File: src/rtl/hlp_pkg.sv
`timescale 1ns / 1ps
`default_nettype none
// ----------------------------------------------------------------------------
// HELLO line parser package
// Shared constants, state encodings and the classified byte record that
// travels from the front end through the queue to the parser back end.
// ----------------------------------------------------------------------------
package hlp_pkg;

  localparam int unsigned FieldChars = 15;
  localparam int unsigned CountW     = $clog2(FieldChars + 1);

  localparam int unsigned FifoDepth  = 2;
  localparam int unsigned FifoPtrW   = (FifoDepth > 1) ? $clog2(FifoDepth) : 1;
  localparam int unsigned FifoCntW   = $clog2(FifoDepth + 1);

  localparam int unsigned PrefixLen  = 6;
  localparam int unsigned PrefixW    = $clog2(PrefixLen + 1);

  localparam int unsigned ValueW     = 32;

  // Character codes
  localparam logic [7:0] ChH     = 8'h48;
  localparam logic [7:0] ChE     = 8'h45;
  localparam logic [7:0] ChL     = 8'h4C;
  localparam logic [7:0] ChO     = 8'h4F;
  localparam logic [7:0] ChR     = 8'h52;
  localparam logic [7:0] ChC     = 8'h43;
  localparam logic [7:0] ChS     = 8'h53;
  localparam logic [7:0] ChComma = 8'h2C;
  localparam logic [7:0] ChPlus  = 8'h2B;
  localparam logic [7:0] ChMinus = 8'h2D;
  localparam logic [7:0] ChZero  = 8'h30;
  localparam logic [7:0] ChNine  = 8'h39;
  localparam logic [7:0] ChLowA  = 8'h61;
  localparam logic [7:0] ChLowF  = 8'h66;
  localparam logic [7:0] ChUpA   = 8'h41;
  localparam logic [7:0] ChUpF   = 8'h46;
  localparam logic [7:0] ChLowX  = 8'h78;
  localparam logic [7:0] ChUpX   = 8'h58;
  localparam logic [7:0] ChSpace = 8'h20;
  localparam logic [7:0] ChTab   = 8'h09;
  localparam logic [7:0] ChLf    = 8'h0A;
  localparam logic [7:0] ChCr    = 8'h0D;
  localparam logic [7:0] ChNul   = 8'h00;

  // Side codes
  localparam logic [1:0] SideL = 2'd0;
  localparam logic [1:0] SideR = 2'd1;
  localparam logic [1:0] SideC = 2'd2;
  localparam logic [1:0] SideS = 2'd3;

  typedef enum logic [6:0] {
    PH_PREFIX     = 7'b0000001,
    PH_SIDE       = 7'b0000010,
    PH_COMMA      = 7'b0000100,
    PH_BOOT       = 7'b0001000,
    PH_BOOT_COMMA = 7'b0010000,
    PH_SESSION    = 7'b0100000,
    PH_TAIL       = 7'b1000000
  } phase_e;

  typedef enum logic [5:0] {
    NS_SPACE  = 6'b000001,
    NS_SIGNED = 6'b000010,
    NS_ZERO   = 6'b000100,
    NS_XSEEN  = 6'b001000,
    NS_DIGITS = 6'b010000,
    NS_DONE   = 6'b100000
  } num_stage_e;

  typedef struct packed {
    logic [7:0] byte_val;
    logic       last;
    logic       is_hex;
    logic [3:0] hex_val;
    logic       is_ws;
    logic       is_term;
    logic       is_sign;
    logic       is_minus;
    logic       is_comma;
    logic       is_zero;
    logic       is_x;
    logic       side_ok;
    logic [1:0] side;
  } item_t;

  function automatic logic [7:0] hello_char(input logic [PrefixW-1:0] pos);
    logic [7:0] ch;
    case (pos)
      PrefixW'(0): ch = ChH;
      PrefixW'(1): ch = ChE;
      PrefixW'(2): ch = ChL;
      PrefixW'(3): ch = ChL;
      PrefixW'(4): ch = ChO;
      PrefixW'(5): ch = ChComma;
      default:     ch = ChNul;
    endcase
    return ch;
  endfunction

endpackage
`default_nettype wire

File: src/rtl/hlp_in_if.sv
`timescale 1ns / 1ps
`default_nettype none
// ----------------------------------------------------------------------------
// HELLO line parser input channel
// Valid/ready channel carrying one message byte and its end-of-message flag.
// ----------------------------------------------------------------------------
interface hlp_in_if;
  logic       valid;
  logic       ready;
  logic [7:0] byte_in;
  logic       end_of_message;

  modport source (output valid, output byte_in, output end_of_message, input ready);
  modport sink   (input valid, input byte_in, input end_of_message, output ready);
endinterface
`default_nettype wire

File: src/rtl/hlp_out_if.sv
`timescale 1ns / 1ps
`default_nettype none
// ----------------------------------------------------------------------------
// HELLO line parser result channel
// Valid/ready channel carrying one parse verdict with side, boot and session.
// ----------------------------------------------------------------------------
interface hlp_out_if;
  logic        valid;
  logic        ready;
  logic        accepted;
  logic [1:0]  side_code;
  logic [31:0] boot_value;
  logic [31:0] session_value;

  modport source (output valid, output accepted, output side_code, output boot_value,
                  output session_value, input ready);
  modport sink   (input valid, input accepted, input side_code, input boot_value,
                  input session_value, output ready);
endinterface
`default_nettype wire

File: src/rtl/hello_line_parser_top.sv
// A final byte is queued, then popped by the back end, which registers the result.
// Throughput: 1 byte per cycle; the back end parser takes one queued byte each cycle
// and stalls only when a final byte meets a result still held in the output register.
// Reset: rst_ni (async, active low) empties the byte queue, drops any pending result
// and returns the parser to the start of a message.
`timescale 1ns / 1ps
`default_nettype none
// ----------------------------------------------------------------------------
// HELLO line parser
// Streams a HELLO announce line and reports side, boot and session values.
// ----------------------------------------------------------------------------
module hello_line_parser_top (
  input  logic      clk_i,
  input  logic      rst_ni,
  hlp_in_if.sink    in_i,
  hlp_out_if.source out_o
);

  hlp_pkg::item_t push_item;
  logic           push_valid;
  logic           push_ready;
  hlp_pkg::item_t pop_item;
  logic           pop_valid;
  logic           pop;

  hlp_front u_front (
    .in_i         (in_i),
    .push_item_o  (push_item),
    .push_valid_o (push_valid),
    .push_ready_i (push_ready)
  );

  hlp_fifo u_fifo (
    .clk_i        (clk_i),
    .rst_ni       (rst_ni),
    .push_valid_i (push_valid),
    .push_item_i  (push_item),
    .push_ready_o (push_ready),
    .pop_valid_o  (pop_valid),
    .pop_item_o   (pop_item),
    .pop_i        (pop)
  );

  hlp_back u_back (
    .clk_i       (clk_i),
    .rst_ni      (rst_ni),
    .pop_valid_i (pop_valid),
    .item_i      (pop_item),
    .pop_o       (pop),
    .out_o       (out_o)
  );

`ifndef SYNTHESIS
  // a rejected message carries all-zero fields
  a_reject_zero: assert property (@(posedge clk_i) disable iff (!rst_ni)
    (out_o.valid && !out_o.accepted) |->
      ((out_o.side_code == 2'd0) && (out_o.boot_value == '0) &&
       (out_o.session_value == '0)))
    else $error("rejected result carries nonzero fields");

  // a popped final byte always lands in the output register
  a_last_to_out: assert property (@(posedge clk_i) disable iff (!rst_ni)
    (pop && pop_item.last) |=> out_o.valid)
    else $error("final byte popped without a result");

  // the back end only takes bytes that are queued
  a_pop_needs_data: assert property (@(posedge clk_i) disable iff (!rst_ni)
    pop |-> pop_valid)
    else $error("pop from empty queue");

  // after an accepted byte, the queue offers a byte to the back end in the next cycle
  a_push_visible: assert property (@(posedge clk_i) disable iff (!rst_ni)
    (in_i.valid && in_i.ready) |=> pop_valid)
    else $error("accepted byte not queued");
`endif

endmodule
`default_nettype wire

File: src/rtl/hlp_front.sv
`timescale 1ns / 1ps
`default_nettype none
// ----------------------------------------------------------------------------
// HELLO line parser front end
// Accepts bytes and tags each with its character classes for the back end.
// ----------------------------------------------------------------------------
module hlp_front (
  hlp_in_if.sink          in_i,
  output hlp_pkg::item_t  push_item_o,
  output logic            push_valid_o,
  input  logic            push_ready_i
);

  logic [7:0] b;
  logic       is_dec;
  logic       is_low;
  logic       is_up;

  assign b      = in_i.byte_in;
  assign is_dec = (b >= hlp_pkg::ChZero) && (b <= hlp_pkg::ChNine);
  assign is_low = (b >= hlp_pkg::ChLowA) && (b <= hlp_pkg::ChLowF);
  assign is_up  = (b >= hlp_pkg::ChUpA) && (b <= hlp_pkg::ChUpF);

  always_comb begin
    push_item_o          = '0;
    push_item_o.byte_val = b;
    push_item_o.last     = in_i.end_of_message;
    push_item_o.is_hex   = is_dec || is_low || is_up;
    // letters a-f / A-F: low nibble 1..6 maps to 10..15
    push_item_o.hex_val  = is_dec ? b[3:0] : (b[3:0] + 4'd9);
    push_item_o.is_ws    = (b == hlp_pkg::ChSpace) ||
                           ((b >= hlp_pkg::ChTab) && (b <= hlp_pkg::ChCr));
    push_item_o.is_term  = (b == hlp_pkg::ChCr) || (b == hlp_pkg::ChLf) ||
                           (b == hlp_pkg::ChSpace) || (b == hlp_pkg::ChTab);
    push_item_o.is_sign  = (b == hlp_pkg::ChPlus) || (b == hlp_pkg::ChMinus);
    push_item_o.is_minus = (b == hlp_pkg::ChMinus);
    push_item_o.is_comma = (b == hlp_pkg::ChComma);
    push_item_o.is_zero  = (b == hlp_pkg::ChZero);
    push_item_o.is_x     = (b == hlp_pkg::ChLowX) || (b == hlp_pkg::ChUpX);
    push_item_o.side_ok  = 1'b1;
    case (b)
      hlp_pkg::ChL: push_item_o.side = hlp_pkg::SideL;
      hlp_pkg::ChR: push_item_o.side = hlp_pkg::SideR;
      hlp_pkg::ChC: push_item_o.side = hlp_pkg::SideC;
      hlp_pkg::ChS: push_item_o.side = hlp_pkg::SideS;
      default: begin
        push_item_o.side    = hlp_pkg::SideL;
        push_item_o.side_ok = 1'b0;
      end
    endcase
  end

  assign push_valid_o = in_i.valid;
  assign in_i.ready   = push_ready_i;

endmodule
`default_nettype wire

File: src/rtl/hlp_fifo.sv
`timescale 1ns / 1ps
`default_nettype none
// ----------------------------------------------------------------------------
// HELLO line parser item queue
// Short FIFO of classified bytes between the front end and the back end.
// ----------------------------------------------------------------------------
module hlp_fifo (
  input  logic            clk_i,
  input  logic            rst_ni,
  input  logic            push_valid_i,
  input  hlp_pkg::item_t  push_item_i,
  output logic            push_ready_o,
  output logic            pop_valid_o,
  output hlp_pkg::item_t  pop_item_o,
  input  logic            pop_i
);

  hlp_pkg::item_t                  mem_q [hlp_pkg::FifoDepth];
  logic [hlp_pkg::FifoPtrW-1:0]    wr_ptr_q, wr_ptr_d;
  logic [hlp_pkg::FifoPtrW-1:0]    rd_ptr_q, rd_ptr_d;
  logic [hlp_pkg::FifoCntW-1:0]    count_q, count_d;
  logic                            do_push;
  logic                            do_pop;

  assign push_ready_o = (count_q != hlp_pkg::FifoCntW'(hlp_pkg::FifoDepth));
  assign pop_valid_o  = (count_q != '0);
  assign pop_item_o   = mem_q[rd_ptr_q];
  assign do_push      = push_valid_i && push_ready_o;
  assign do_pop       = pop_i && pop_valid_o;

  always_comb begin
    wr_ptr_d = wr_ptr_q;
    rd_ptr_d = rd_ptr_q;
    count_d  = count_q;
    if (do_push) begin
      wr_ptr_d = (wr_ptr_q == hlp_pkg::FifoPtrW'(hlp_pkg::FifoDepth - 1)) ? '0
                 : wr_ptr_q + hlp_pkg::FifoPtrW'(1);
    end
    if (do_pop) begin
      rd_ptr_d = (rd_ptr_q == hlp_pkg::FifoPtrW'(hlp_pkg::FifoDepth - 1)) ? '0
                 : rd_ptr_q + hlp_pkg::FifoPtrW'(1);
    end
    if (do_push && !do_pop) begin
      count_d = count_q + hlp_pkg::FifoCntW'(1);
    end else if (!do_push && do_pop) begin
      count_d = count_q - hlp_pkg::FifoCntW'(1);
    end
  end

  always_ff @(posedge clk_i or negedge rst_ni) begin
    if (!rst_ni) begin
      wr_ptr_q <= '0;
      rd_ptr_q <= '0;
      count_q  <= '0;
    end else begin
      wr_ptr_q <= wr_ptr_d;
      rd_ptr_q <= rd_ptr_d;
      count_q  <= count_d;
    end
  end

  always_ff @(posedge clk_i) begin
    if (do_push) begin
      mem_q[wr_ptr_q] <= push_item_i;
    end
  end

endmodule
`default_nettype wire

File: src/rtl/hlp_back.sv
`timescale 1ns / 1ps
`default_nettype none
// ----------------------------------------------------------------------------
// HELLO line parser back end
// Runs the line grammar and the hex field readers over classified bytes and
// holds the verdict in an output register.
// ----------------------------------------------------------------------------
module hlp_back (
  input  logic            clk_i,
  input  logic            rst_ni,
  input  logic            pop_valid_i,
  input  hlp_pkg::item_t  item_i,
  output logic            pop_o,
  hlp_out_if.source       out_o
);

  hlp_pkg::phase_e               phase_q, phase_d;
  hlp_pkg::num_stage_e           stage_q, stage_d;
  logic [hlp_pkg::PrefixW-1:0]   prefix_pos_q, prefix_pos_d;
  logic [1:0]                    side_q, side_d;
  logic [hlp_pkg::CountW-1:0]    cnt_q, cnt_d;
  logic [hlp_pkg::CountW-1:0]    cnt_inc;
  logic [hlp_pkg::ValueW-1:0]    accum_q, accum_d;
  logic [hlp_pkg::ValueW-1:0]    boot_q, boot_d;
  logic                          ovf_q, ovf_d;
  logic                          neg_q, neg_d;
  logic                          seen_q, seen_d;
  logic                          failed_q, failed_d;

  // number reader step
  hlp_pkg::num_stage_e           f_stage;
  logic [hlp_pkg::ValueW-1:0]    f_acc;
  logic                          f_ovf;
  logic                          f_neg;
  logic                          f_seen;
  logic                          sign_path;
  logic                          add_dig;

  logic                          out_valid_q, out_valid_d;
  logic                          out_acc_q, out_acc_d;
  logic [1:0]                    out_side_q, out_side_d;
  logic [hlp_pkg::ValueW-1:0]    out_boot_q, out_boot_d;
  logic [hlp_pkg::ValueW-1:0]    out_sess_q, out_sess_d;
  logic                          ok;

  function automatic logic [hlp_pkg::ValueW-1:0] num_value(
    input logic                       ovf,
    input logic                       neg,
    input logic [hlp_pkg::ValueW-1:0] acc
  );
    logic [hlp_pkg::ValueW-1:0] v;
    if (ovf) begin
      v = '1;
    end else if (neg) begin
      v = '0 - acc;
    end else begin
      v = acc;
    end
    return v;
  endfunction

  assign pop_o = pop_valid_i && (!item_i.last || !out_valid_q || out_o.ready);
  assign cnt_inc = cnt_q + hlp_pkg::CountW'(1);

  always_comb begin
    f_stage   = stage_q;
    f_acc     = accum_q;
    f_ovf     = ovf_q;
    f_neg     = neg_q;
    f_seen    = seen_q;
    sign_path = 1'b0;
    add_dig   = 1'b0;
    case (stage_q)
      hlp_pkg::NS_SPACE: begin
        if (item_i.is_ws) begin
          f_stage = hlp_pkg::NS_SPACE;
        end else if (item_i.is_sign) begin
          f_stage = hlp_pkg::NS_SIGNED;
          f_neg   = item_i.is_minus;
        end else begin
          sign_path = 1'b1;
        end
      end
      hlp_pkg::NS_SIGNED: sign_path = 1'b1;
      hlp_pkg::NS_ZERO: begin
        if (item_i.is_x) begin
          f_stage = hlp_pkg::NS_XSEEN;
        end else if (item_i.is_hex) begin
          add_dig = 1'b1;
        end else begin
          f_stage = hlp_pkg::NS_DONE;
        end
      end
      hlp_pkg::NS_XSEEN, hlp_pkg::NS_DIGITS: begin
        if (item_i.is_hex) begin
          add_dig = 1'b1;
        end else begin
          f_stage = hlp_pkg::NS_DONE;
        end
      end
      default: f_stage = stage_q;
    endcase
    if (sign_path) begin
      // a leading zero counts as a digit and may open a 0x prefix
      if (item_i.is_zero) begin
        f_seen  = 1'b1;
        f_acc   = '0;
        f_stage = hlp_pkg::NS_ZERO;
      end else if (item_i.is_hex) begin
        add_dig = 1'b1;
      end else begin
        f_stage = hlp_pkg::NS_DONE;
      end
    end
    if (add_dig) begin
      f_seen  = 1'b1;
      f_stage = hlp_pkg::NS_DIGITS;
      if (ovf_q || (accum_q[hlp_pkg::ValueW-1 -: 4] != 4'd0)) begin
        f_ovf = 1'b1;
      end else begin
        f_acc = {accum_q[hlp_pkg::ValueW-5:0], item_i.hex_val};
      end
    end
  end

  always_comb begin
    phase_d      = phase_q;
    stage_d      = stage_q;
    prefix_pos_d = prefix_pos_q;
    side_d       = side_q;
    cnt_d        = cnt_q;
    accum_d      = accum_q;
    boot_d       = boot_q;
    ovf_d        = ovf_q;
    neg_d        = neg_q;
    seen_d       = seen_q;
    failed_d     = failed_q;

    if (pop_o && !failed_q) begin
      case (phase_q)
        hlp_pkg::PH_PREFIX: begin
          if (item_i.byte_val != hlp_pkg::hello_char(prefix_pos_q)) begin
            failed_d = 1'b1;
          end else begin
            prefix_pos_d = prefix_pos_q + hlp_pkg::PrefixW'(1);
            if (prefix_pos_q == hlp_pkg::PrefixW'(hlp_pkg::PrefixLen - 1)) begin
              phase_d = hlp_pkg::PH_SIDE;
            end
          end
        end
        hlp_pkg::PH_SIDE: begin
          if (item_i.side_ok) begin
            side_d  = item_i.side;
            phase_d = hlp_pkg::PH_COMMA;
          end else begin
            failed_d = 1'b1;
          end
        end
        hlp_pkg::PH_COMMA: begin
          if (item_i.is_comma) begin
            stage_d = hlp_pkg::NS_SPACE;
            accum_d = '0;
            ovf_d   = 1'b0;
            neg_d   = 1'b0;
            seen_d  = 1'b0;
            cnt_d   = '0;
            phase_d = hlp_pkg::PH_BOOT;
          end else begin
            failed_d = 1'b1;
          end
        end
        hlp_pkg::PH_BOOT, hlp_pkg::PH_BOOT_COMMA: begin
          if (item_i.is_comma) begin
            if ((cnt_q == '0) || !seen_q) begin
              failed_d = 1'b1;
            end else begin
              boot_d  = num_value(ovf_q, neg_q, accum_q);
              stage_d = hlp_pkg::NS_SPACE;
              accum_d = '0;
              ovf_d   = 1'b0;
              neg_d   = 1'b0;
              seen_d  = 1'b0;
              cnt_d   = '0;
              phase_d = hlp_pkg::PH_SESSION;
            end
          end else if (phase_q == hlp_pkg::PH_BOOT_COMMA) begin
            failed_d = 1'b1;
          end else begin
            stage_d = f_stage;
            accum_d = f_acc;
            ovf_d   = f_ovf;
            neg_d   = f_neg;
            seen_d  = f_seen;
            cnt_d   = cnt_inc;
            if (cnt_inc >= hlp_pkg::CountW'(hlp_pkg::FieldChars)) begin
              phase_d = hlp_pkg::PH_BOOT_COMMA;
            end
          end
        end
        hlp_pkg::PH_SESSION: begin
          if (item_i.is_term) begin
            phase_d = hlp_pkg::PH_TAIL;
          end else begin
            stage_d = f_stage;
            accum_d = f_acc;
            ovf_d   = f_ovf;
            neg_d   = f_neg;
            seen_d  = f_seen;
            cnt_d   = cnt_inc;
            if (cnt_inc >= hlp_pkg::CountW'(hlp_pkg::FieldChars)) begin
              phase_d = hlp_pkg::PH_TAIL;
            end
          end
        end
        default: phase_d = phase_q;
      endcase
    end

    ok = !failed_d &&
         ((phase_d == hlp_pkg::PH_SESSION) || (phase_d == hlp_pkg::PH_TAIL)) &&
         (cnt_d != '0) && seen_d;

    out_valid_d = out_valid_q && !out_o.ready;
    out_acc_d   = out_acc_q;
    out_side_d  = out_side_q;
    out_boot_d  = out_boot_q;
    out_sess_d  = out_sess_q;

    if (pop_o && item_i.last) begin
      out_valid_d = 1'b1;
      out_acc_d   = ok;
      out_side_d  = ok ? side_d : 2'd0;
      out_boot_d  = ok ? boot_d : '0;
      out_sess_d  = ok ? num_value(ovf_d, neg_d, accum_d) : '0;
      // rearm for the next message
      phase_d      = hlp_pkg::PH_PREFIX;
      stage_d      = hlp_pkg::NS_SPACE;
      prefix_pos_d = '0;
      side_d       = 2'd0;
      cnt_d        = '0;
      accum_d      = '0;
      boot_d       = '0;
      ovf_d        = 1'b0;
      neg_d        = 1'b0;
      seen_d       = 1'b0;
      failed_d     = 1'b0;
    end
  end

  always_ff @(posedge clk_i or negedge rst_ni) begin
    if (!rst_ni) begin
      phase_q      <= hlp_pkg::PH_PREFIX;
      stage_q      <= hlp_pkg::NS_SPACE;
      prefix_pos_q <= '0;
      side_q       <= 2'd0;
      cnt_q        <= '0;
      accum_q      <= '0;
      boot_q       <= '0;
      ovf_q        <= 1'b0;
      neg_q        <= 1'b0;
      seen_q       <= 1'b0;
      failed_q     <= 1'b0;
      out_valid_q  <= 1'b0;
    end else begin
      phase_q      <= phase_d;
      stage_q      <= stage_d;
      prefix_pos_q <= prefix_pos_d;
      side_q       <= side_d;
      cnt_q        <= cnt_d;
      accum_q      <= accum_d;
      boot_q       <= boot_d;
      ovf_q        <= ovf_d;
      neg_q        <= neg_d;
      seen_q       <= seen_d;
      failed_q     <= failed_d;
      out_valid_q  <= out_valid_d;
    end
  end

  always_ff @(posedge clk_i) begin
    out_acc_q  <= out_acc_d;
    out_side_q <= out_side_d;
    out_boot_q <= out_boot_d;
    out_sess_q <= out_sess_d;
  end

  assign out_o.valid         = out_valid_q;
  assign out_o.accepted      = out_acc_q;
  assign out_o.side_code     = out_side_q;
  assign out_o.boot_value    = out_boot_q;
  assign out_o.session_value = out_sess_q;

endmodule
`default_nettype wire
File: src/flat_wrapper.sv
// flat-port wrapper written by rule: the top's interface ports become plain ports
module hello_line_parser_top_flat 
  (clk_i, rst_ni, in_i_valid, in_i_byte_in, in_i_end_of_message, in_i_ready, out_o_valid, out_o_accepted, out_o_side_code, out_o_boot_value, out_o_session_value, out_o_ready);
  hlp_in_if in_i_i ();
  hlp_out_if out_o_i ();
  input  logic clk_i;
  input  logic rst_ni;
  input wire logic [$bits(in_i_i.valid)-1:0] in_i_valid;
  input wire logic [$bits(in_i_i.byte_in)-1:0] in_i_byte_in;
  input wire logic [$bits(in_i_i.end_of_message)-1:0] in_i_end_of_message;
  output wire logic [$bits(in_i_i.ready)-1:0] in_i_ready;
  output wire logic [$bits(out_o_i.valid)-1:0] out_o_valid;
  output wire logic [$bits(out_o_i.accepted)-1:0] out_o_accepted;
  output wire logic [$bits(out_o_i.side_code)-1:0] out_o_side_code;
  output wire logic [$bits(out_o_i.boot_value)-1:0] out_o_boot_value;
  output wire logic [$bits(out_o_i.session_value)-1:0] out_o_session_value;
  input wire logic [$bits(out_o_i.ready)-1:0] out_o_ready;
  assign in_i_i.valid = in_i_valid;
  assign in_i_i.byte_in = in_i_byte_in;
  assign in_i_i.end_of_message = in_i_end_of_message;
  assign in_i_ready = in_i_i.ready;
  assign out_o_valid = out_o_i.valid;
  assign out_o_accepted = out_o_i.accepted;
  assign out_o_side_code = out_o_i.side_code;
  assign out_o_boot_value = out_o_i.boot_value;
  assign out_o_session_value = out_o_i.session_value;
  assign out_o_i.ready = out_o_ready;
  hello_line_parser_top u_core (.clk_i(clk_i), .rst_ni(rst_ni), .in_i(in_i_i), .out_o(out_o_i));
endmodule
File: config.mk
export PLATFORM = sky130hd
export DESIGN_NAME = hello_line_parser_top_flat
export DESIGN_NICKNAME = d
export VERILOG_FILES = /design/src/rtl/hlp_pkg.sv /design/src/rtl/hlp_in_if.sv /design/src/rtl/hlp_out_if.sv /design/src/rtl/hello_line_parser_top.sv /design/src/rtl/hlp_front.sv /design/src/rtl/hlp_fifo.sv /design/src/rtl/hlp_back.sv /design/src/flat_wrapper.sv
export SDC_FILE = /design/constraint.sdc
export NUM_CORES = 1
export LEC_CHECK = 0
export ABC_AREA = 1
export BUFFER_PORTS_ARGS = -buffer_cell sky130_fd_sc_hd__buf_2
export CORE_UTILIZATION = 40
export DETAILED_ROUTE_END_ITERATION = 16
export PLACE_DENSITY = 0.67
export SYNTH_ARGS = -nofsm -noshare
export SYNTH_HDL_FRONTEND = slang
export SYNTH_HIERARCHICAL = 1
export SYNTH_SLANG_ARGS = --single-unit
export TNS_END_PERCENT = 10
File: constraint.sdc
create_clock -name clk_i -period 5 [get_ports clk_i]
set_input_delay 0 -clock clk_i [delete_from_list [all_inputs] [get_ports clk_i]]
set_output_delay 0 -clock clk_i [all_outputs]
set_load 0.005 [all_outputs]
==> impl_metrics.toml <==
[run_status]
status = "finished, violations left"
violations = "hold timing"

[drt]
wire_per_inst_um = 14.72
drtIter0Drc = 702
antenna_left = 0
drtPass1Iterations = 5
routed_wl_um = 28010
via_count = 9571
drc = 0
via_per_inst = 5.029

[floorplan]
io_pins = 82
dieArea_sq_um = 29960
start_util = 0.4069
num_rows = 62
die-height_um = 173.1
core_area_sq_um = 28780
fp.dieW_um = 173.1

[sta]
finalHoldViolations = 14
worstMarginPinSlew_ps = 947.1
fin_crit_ps = 4270
fin_crit_sh = 0.8541
slew_headroom = 0.3671
tns_ps = 0
fmax_mhz = 234.2
slew_viol_final = 0
final-setup-viol-count = 0
fin_hold_ws_ps = -10.99
rsz0062_at_grt = "no"
skew_ps = 21.52

[critical_path]
crit_top_cell = "nand2_1"
cp.arrival_ps = 4540
crit_path_start_kind = "flip-flop"
cp_slowest_cell = "nand2_1"
critPathKind = "flip-flop to flip-flop"
worstPathMaxFanout = 29
cpPeakStageDelay_ps = 590
endpoint_kind = "flip-flop"
required_ps = 5270
crit_chain = "buf_4 > nand2_1 > nand2_1 > inv_2 > nor2_1 > nor2_4 > inv_2 > nor2_4 > nor2_4 > nand2_1 > nand2_1 > nand2_1 > inv_1 > ha_1 > nand2_1 > nor2_2 > nand3_1 > nand2_2 > nand3_1 > nand2_1 > nand3_1 > nand2_1 > inv_1"

[clock_network]
root_buffer = "clkbuf_16"
cts_tree = "done"
clkTransAtPathRegs_ps = 60
cts_num_sinks = 210
cts_htree_levels = 1
clock_path_buffers = 3
clock_latency_ps = 530
cts_setup_buffers = 0
cts_made_buffers = 23

[synthesis]
synth_seq_area_share = 0.4981
synth_ff_type = "edfxtp_1"
syn_nets = 1454
async_reset_ff_frac = 0.4524
ys_warn_count = 6
netlist_area_sq_um = 11710
yosysMostFrequentCell = "nand2_1"
synth_top_area_frac = 0.2949
yosys.area.top_type = "edfxtp_1"
syn_inst = 1425
synthDistinctLibCells = 53
yosys-top-cells-count = "nand2_1 (305), nor2_1 (239), inv_1 (149)"
synth_area_per_cell_sq_um = 8.218
synth_edf_count = 115
ys_ff_latch = 210
synthTopCellsByArea = "edfxtp_1 (29%), dfrtp_1 (20%), nand2_1 (9.8%), nor2_1 (7.7%), inv_1 (4.8%)"

[global_route]
grt.overflow.total = 0
grt_max_degree = 64
gr-usage-all-layers = 0.1869
first_global_vias = 9134
antenna_found_initial = 0
grt_first_pass_wirelength_um = 46060

[finish]
diodes = 0
layout-drive-gt1-share = 0.1461
fillers = 2832
nNetsFinal = 1531
syn2layout_area_growth_pct = 13.16
final_area_sq_um = 13250

[placement]
port_buffers = 81
dp_hpwl_um = 20400
placed_area_sq_um = 12400
gp_congestion = 0.8873

[pwr]
p_leak_nw = 6.233
powerDensity_nw_per_um2 = 415.4
irDropWorstVdd_mv = 0.3104

[hold_path]
hp-class = "input port to async pin"

[job]
maxCapViolCount = 0
## flip-flops by register name (all words and copies together), names as in the netlist
name                               cells
u_core/u_back/seen_q                   1
u_core/u_back/out_o.valid              1
u_core/u_back/failed_q                 1
u_core/u_back/neg_q                    1
u_core/u_fifo/rd_ptr_q                 1
u_core/u_back/out_o.side_code          2
u_core/u_back/out_o.session_value     32
u_core/u_back/prefix_pos_q             3
u_core/u_back/cnt_q                    4
u_core/u_fifo/wr_ptr_q                 1
u_core/u_fifo/mem_q                   48
u_core/u_back/side_q                   2
u_core/u_back/stage_q                  6
u_core/u_back/phase_q                  7
u_core/u_back/out_o.accepted           1
u_core/u_back/boot_q                  32
u_core/u_back/ovf_q                    1
u_core/u_back/accum_q                 32
u_core/u_fifo/count_q                  2
u_core/u_back/out_o.boot_value        32
## worst paths after layout
path,from,endpoint,slack [ps],cells past startpoint
min reg2reg,u_core/u_fifo/count_q[0]$_DFFE_PN0P_,u_core/u_fifo/count_q[0]$_DFFE_PN0P_,510,1
min in group clk_i,in_i_end_of_message,u_core/u_fifo/mem_q[0][15]$_DFFE_PP_,210,2
max,u_core/u_fifo/rd_ptr_q$_DFFE_PN0P_,u_core/u_back/out_o.session_value[26]$_SDFFCE_PN0P_,730,23
min,rst_ni,u_core/u_back/boot_q[8]$_DFF_PN0_,-10,2
max reg2reg,u_core/u_fifo/rd_ptr_q$_DFFE_PN0P_,u_core/u_back/out_o.session_value[26]$_SDFFCE_PN0P_,730,23
max in group asynchronous,rst_ni,u_core/u_back/accum_q[16]$_DFF_PN0_,3820,3
## metrics by stage
step                      cells  setup WS [ps]  hold slack [ps]  utilization  total power [mW]
after floorplan            1425           1059           -295.6            -             3.407
after global placement     1849          886.8           -2.933       0.4307             3.872
after detailed placement   1849          797.5           -8.834       0.4307             3.892
after CTS                  1903          763.1            8.886       0.4604             5.557
after global routing       1903          162.0            40.46       0.4604             5.819
final                      1903          729.7           -10.99       0.4604             5.504
## kinds of logic after synthesis
group	count (synthesis)	share of synthesized area
buffers and inverters	219	0.08292
AOI/OAI and AO/OA	196	0.09232
DFF	210	0.4981
xor gates and xnor gates	24	0.01859
adders and majority gates	16	0.01710
and+or+nand+nor	756	0.2875
muxes	4	0.003419
## what timing repair did
action,CTS,global route
resized for setup,0,0
hold buffers,12,0
endpoints found under the hold margin,64,0
## worst max-delay path, delay by kind of cell, from the launching register on
family,cells,cell delay [ps]
and+or+nand+nor,17,2680
buffers and inverters,5,670
DFF,1,460
adders and majority gates,1,190
## layout by cell type, fill, tap and decap left out, types with 13 or more instances in the layout
master	netlist	final
edfxtp_1	115	115
xor2_1	19	19
inv_1	149	148
inv_2	13	13
ha_1	16	16
nand3_1	96	96
nor2_2	27	29
o22ai_1	31	31
buf_2	8	80
nand4_1	16	16
dfrtp_1	93	93
o21ai_0	65	65
o21ai_1	23	23
a21oi_1	54	53
nand2_1	305	305
nor2_1	239	237
clkbuf_16	0	24
nand2_2	19	19
nor3_1	21	21
## layout make-up
type	instances	area [sq um]	area share
Clock inverter	10	75.07	0.005665
Sequential cell	210	5833	0.4402
Timing Repair Buffer	105	643.1	0.04853
Tap cell	384	480.5	0.03626
Multi-Input combinational cell	996	4923	0.3715
Clock buffer	32	660.6	0.04985
Inverter	166	635.6	0.04797
## report_power, final
part	internal (mW)	switching (mW)
clock network	0.973	0.686
registers	2.25	0.108
logic	0.434	1.05
total	3.66	1.85
## metal layers
metal  share of wire  routed length, um  GRT usage
met4           0.031                857    0.06453
met1            0.44              12390     0.2355
met3           0.032                910    0.02199
met2            0.49              13850     0.3310
met5               0                  0          0
Note: power is estimated with default switching activity, not from simulation.
